[config.mk]
export PLATFORM = sky130hd
export DESIGN_NAME = ezr_queue
export DESIGN_NICKNAME = d
export VERILOG_FILES = /design/src/rtl/ezr_queue.sv
export SDC_FILE = /design/constraint.sdc
export NUM_CORES = 1
export LEC_CHECK = 0
export BUFFER_PORTS_ARGS = -buffer_cell sky130_fd_sc_hd__buf_2
export CORE_MARGIN = 5
export CORE_UTILIZATION = 42
export DETAILED_ROUTE_END_ITERATION = 6
export HOLD_SLACK_MARGIN = 0.06
export PLACE_DENSITY_LB_ADDON = 0.08
export SYNTH_ARGS = -nofsm -noshare
export SYNTH_HDL_FRONTEND = slang
export SYNTH_SLANG_ARGS = --single-unit
[constraint.sdc]
create_clock -name clk -period 1.66 [get_ports clk]
set_input_delay 0.166 -clock clk [delete_from_list [all_inputs] [get_ports clk]]
set_output_delay 0.166 -clock clk [all_outputs]
set_load 0.005 [all_outputs]
[src/rtl/ezr_queue.sv]
// Short register queue between the front end and the multiply pipeline.
// Generic payload width; no package dependency.
`timescale 1ns / 1ps
module ezr_queue #(
  parameter int WIDTH = 8,
  parameter int DEPTH = 2
) (
  input  logic             clk,
  input  logic             rst,
  input  logic             push,
  output logic             can_push,
  input  logic [WIDTH-1:0] push_data,
  input  logic             pop,
  output logic             not_empty,
  output logic [WIDTH-1:0] pop_data
);
  localparam int PW = (DEPTH > 1) ? $clog2(DEPTH) : 1;
  localparam int CW = $clog2(DEPTH + 1);

  logic [WIDTH-1:0] mem [DEPTH];
  logic [PW-1:0]    wr_ptr;
  logic [PW-1:0]    rd_ptr;
  logic [CW-1:0]    count;

  assign can_push  = (count != CW'(DEPTH));
  assign not_empty = (count != '0);
  assign pop_data  = mem[rd_ptr];

  always_ff @(posedge clk) begin
    if (rst) begin
      wr_ptr <= '0;
      rd_ptr <= '0;
      count  <= '0;
    end else begin
      if (push) begin
        wr_ptr <= (wr_ptr == PW'(DEPTH - 1)) ? '0 : wr_ptr + PW'(1);
      end
      if (pop) begin
        rd_ptr <= (rd_ptr == PW'(DEPTH - 1)) ? '0 : rd_ptr + PW'(1);
      end
      if (push && !pop) begin
        count <= count + CW'(1);
      end else if (pop && !push) begin
        count <= count - CW'(1);
      end
    end
    if (push) begin
      mem[wr_ptr] <= push_data;
    end
  end

`ifndef ASSERT_OFF
  a_no_overflow: assert property (@(posedge clk) disable iff (rst) push |-> can_push)
    else $error("queue written while full");
  a_no_underflow: assert property (@(posedge clk) disable iff (rst) pop |-> not_empty)
    else $error("queue read while empty");
  a_count_range: assert property (@(posedge clk) disable iff (rst) count <= CW'(DEPTH))
    else $error("queue count out of range");
  a_count_step: assert property (@(posedge clk) disable iff (rst)
      (push && !pop) |=> (count == $past(count) + CW'(1)))
    else $error("queue count did not follow a lone write");
`endif

endmodule

==> results_dict.tcl <==
set metrics [dict create \
    setup_slack_ns 0.158 \
    cts_resized 0 \
    nets 94 \
    grt_overflow 0 \
    finalCritPeriodShare 0.905 \
    synthAdderAreaFrac 0.0160 \
    wl_per_cell_um 11.2 \
    design.core.area_sq_um 1750 \
    synth_area_leader_cell "edfxtp_1" \
    pre_cts_ws_ns 0.446 \
    power_density_nw_per_um2 970 \
    cts_tree "yes" \
    startpoint_type "flip-flop" \
    fmax_ghz 0.666 \
    setup-tns-final_ns 0 \
    clock_power_share 0.230 \
    ioPinCount 22 \
    cts_num_sinks 21 \
    netlist.area_leader.share 0.613 \
    switching_share 0.215 \
    hold_path_class "in2reg" \
    synth-simple-area-share 0.0591 \
    drt_wl_total_mm 1.18 \
    grt_max_degree 12 \
    clock_latency_ns 0.29 \
    cp_max_fo 8 \
    power.switching_w 0.000214 \
    synth_nets 60 \
    die_area_sq_um 2830 \
    cts_root_buf "clkbuf_4" \
    cts_buffers 3 \
    finalCriticalPeriod_ns 1.50 \
    die_y_um 53.2 \
    max_cap_viol_count 0 \
    critical_path_class "reg2out" \
    die_width_um 53.2 \
    critical_path.endpoint_type "primary output" \
    p_leak_nw 0.410 \
    status "finished clean" \
    htreeDepth 1 \
    synth-compound-area-share 0.0128 \
    area_delta_synth_final_pct 31.0 \
    fillCellCount 151 \
    grt_pass1_vias 432 \
    cp.required_ns 1.49 \
    dr.first_iter.drc_count 6 \
    arrival_ns 1.34 \
    dr.pass1.iters 3 \
    synth_area_leaders "edfxtp_1 (61%), dfxtp_1 (13%), mux2_1 (12%)" \
    worst_slew_pin_slew_ns 0.378 \
    place_congestion 0.637 \
    hold_end "mem[0][1]$_DFFE_PP_" \
    r2r_cells 1 \
    rsz0062_at_grt "no" \
    clock_skew_ns 0.00294 \
    syn_area_sq_um 783 \
    peakVddDrop_uv 580 \
    slew_viol_final 0 \
    ys_ff_latch 21 \
    drtAntennaViolNets 0 \
    p_comb_frac 0.139 \
    drive_above_1_share 0.325 \
    ys_seq_area_frac 0.741 \
    grt_antenna_before_repair 0 \
    holdPathStages 1 \
    cts_buffer_depth 2 \
    dp_hpwl_um 861 \
    reg2reg_setup_slack_ns 0.60 \
    slew_headroom 0.748 \
    postSynthAreaPerCell_sq_um 16.7 \
    synthXorXnorAreaFrac 0.0447 \
    grt_usage 0.0915 \
    port_buffers 21 \
    reg2reg_to "mem[1][3]$_DFFE_PP_" \
    synth_warnings 0 \
    power_frac_seq 0.631 \
    start_util 0.449 \
    clkTransAtPathRegs_ns 0.11 \
    vias 458 \
    yosysUniqueCellTypes 16 \
    viasPerCell 4.36 \
    intPower_w 0.000781 \
    setup_viol_count_final 0 \
    drc 0 \
    holdCritStartpoint "push_data[1]" \
    diodes 0 \
    syn_inst 47 \
    worstReg2RegStart "wr_ptr$_SDFFE_PP0P_" \
    grt_pass1_wl_mm 1.81 \
    synth_top_family_by_area "multiplexers" \
    final_hold_viol_count 0 \
    design_power_total_w 0.000995 \
    num_rows 15 \
    synthMuxAreaShare 0.115 \
]
## what timing repair did
item                      in CTS  in global routing
hold endpoints to repair      10                  3
hold buffers                   5                  2
buffers inserted               0                  0
## worst max-delay path by stage
stage                                   start  slack [ns]                    end  cells past startpoint
final                               flip-flop        0.16            pop_data[5]                      2
after global placement              flip-flop        0.47            pop_data[3]                      2
after detailed placement                 push        0.45  count[1]$_SDFFE_PP0P_                      4
after floorplan           wr_ptr$_SDFFE_PP0P_        0.57    mem[0][0]$_DFFE_PP_                      1
after CTS                           flip-flop        0.13            pop_data[3]                      2
after global routing                flip-flop        0.09            pop_data[4]                      2
## cells in the mapped netlist (all sizes together)
library cell and instances:
xor2 2, xnor2 2, or2 1, a21oi 1, and2 1, nor2 4, inv 1, or3 1
dfxtp 5, o21ai 1, mux2 8, nand2b 1, buf 1, nor2b 1, ha 1, edfxtp 16
## stage by stage
step / hold WS [ns] / util / std cells / cell area [sq um]
6_report: 0.0730 / 0.588 / 105 / 1030
3_5_place_dp: 0.359 / 0.533 / 94 / 930
3_3_place_gp: 0.356 / 0.533 / 94 / 930
4_1_cts: 0.0617 / 0.576 / 103 / 1010
5_1_grt: 0.0601 / 0.588 / 105 / 1030
2_1_floorplan: 0.235 / - / 47 / 783
## state kept, by name (all words and copies together), names as in the netlist, named ones only
register  flops
mem          16
count         2
rd_ptr        1
wr_ptr        1
## cell families (layout without fill, tap and decap cells)
kind of cell | after synthesis | after routing
buf+inv | 2 | 35
mux | 8 | 8
xor+xnor | 4 | 4
simple gates | 9 | 9
fa+ha+maj | 1 | 1
flops | 21 | 21
compound gates | 2 | 2
## critical path, cell delays in order (launching register included)
cell and delay (ns):
dfxtp_1 0.55, mux2_1 0.37, buf_2 0.13
## power by group through the flow
stage / clock [W] / sequential [W] / combinational [W]
2_1_floorplan: 0 / 0.000630 / 0.0000746
3_3_place_gp: 0 / 0.000641 / 0.000127
3_5_place_dp: 0 / 0.000640 / 0.000128
4_1_cts: 0.000239 / 0.000628 / 0.000138
5_1_grt: 0.000263 / 0.000633 / 0.000156
6_report: 0.000229 / 0.000628 / 0.000139
## per-layer routing
metal,track usage,up-vias,routed length [um]
met2,0.149,9,609
met4,0.0638,0,14
li1,-,233,-
met3,0.0169,2,51
met1,0.108,214,501
met5,0,-,0
## layout by cell type (no fill, tap or decap)
cell,n
buf_2,21
edfxtp_1,16
mux2_1,8
dlygate4sd3_1,7
dfxtp_1,5
nor2_1,4
clkbuf_4,3
xnor2_1,2
xor2_1,2
buf_4,2
or2_1,1
and2_1,1
inv_1,1
nand2b_1,1
nor2b_1,1
o21ai_0,1
or3_1,1
a21oi_1,1
ha_1,1
clkbuf_1,1
## final cells by class
type / instances / area [sq um] / area share
inverter: 1 / 3.75 / 0.00366
tap: 25 / 31.3 / 0.0305
multi-input combinational: 24 / 194 / 0.189
timing repair buffer: 30 / 190 / 0.185
sequential: 21 / 581 / 0.566
clock buffer: 4 / 26.3 / 0.0256
No activity file was read; power rests on OpenSTA's default activity.
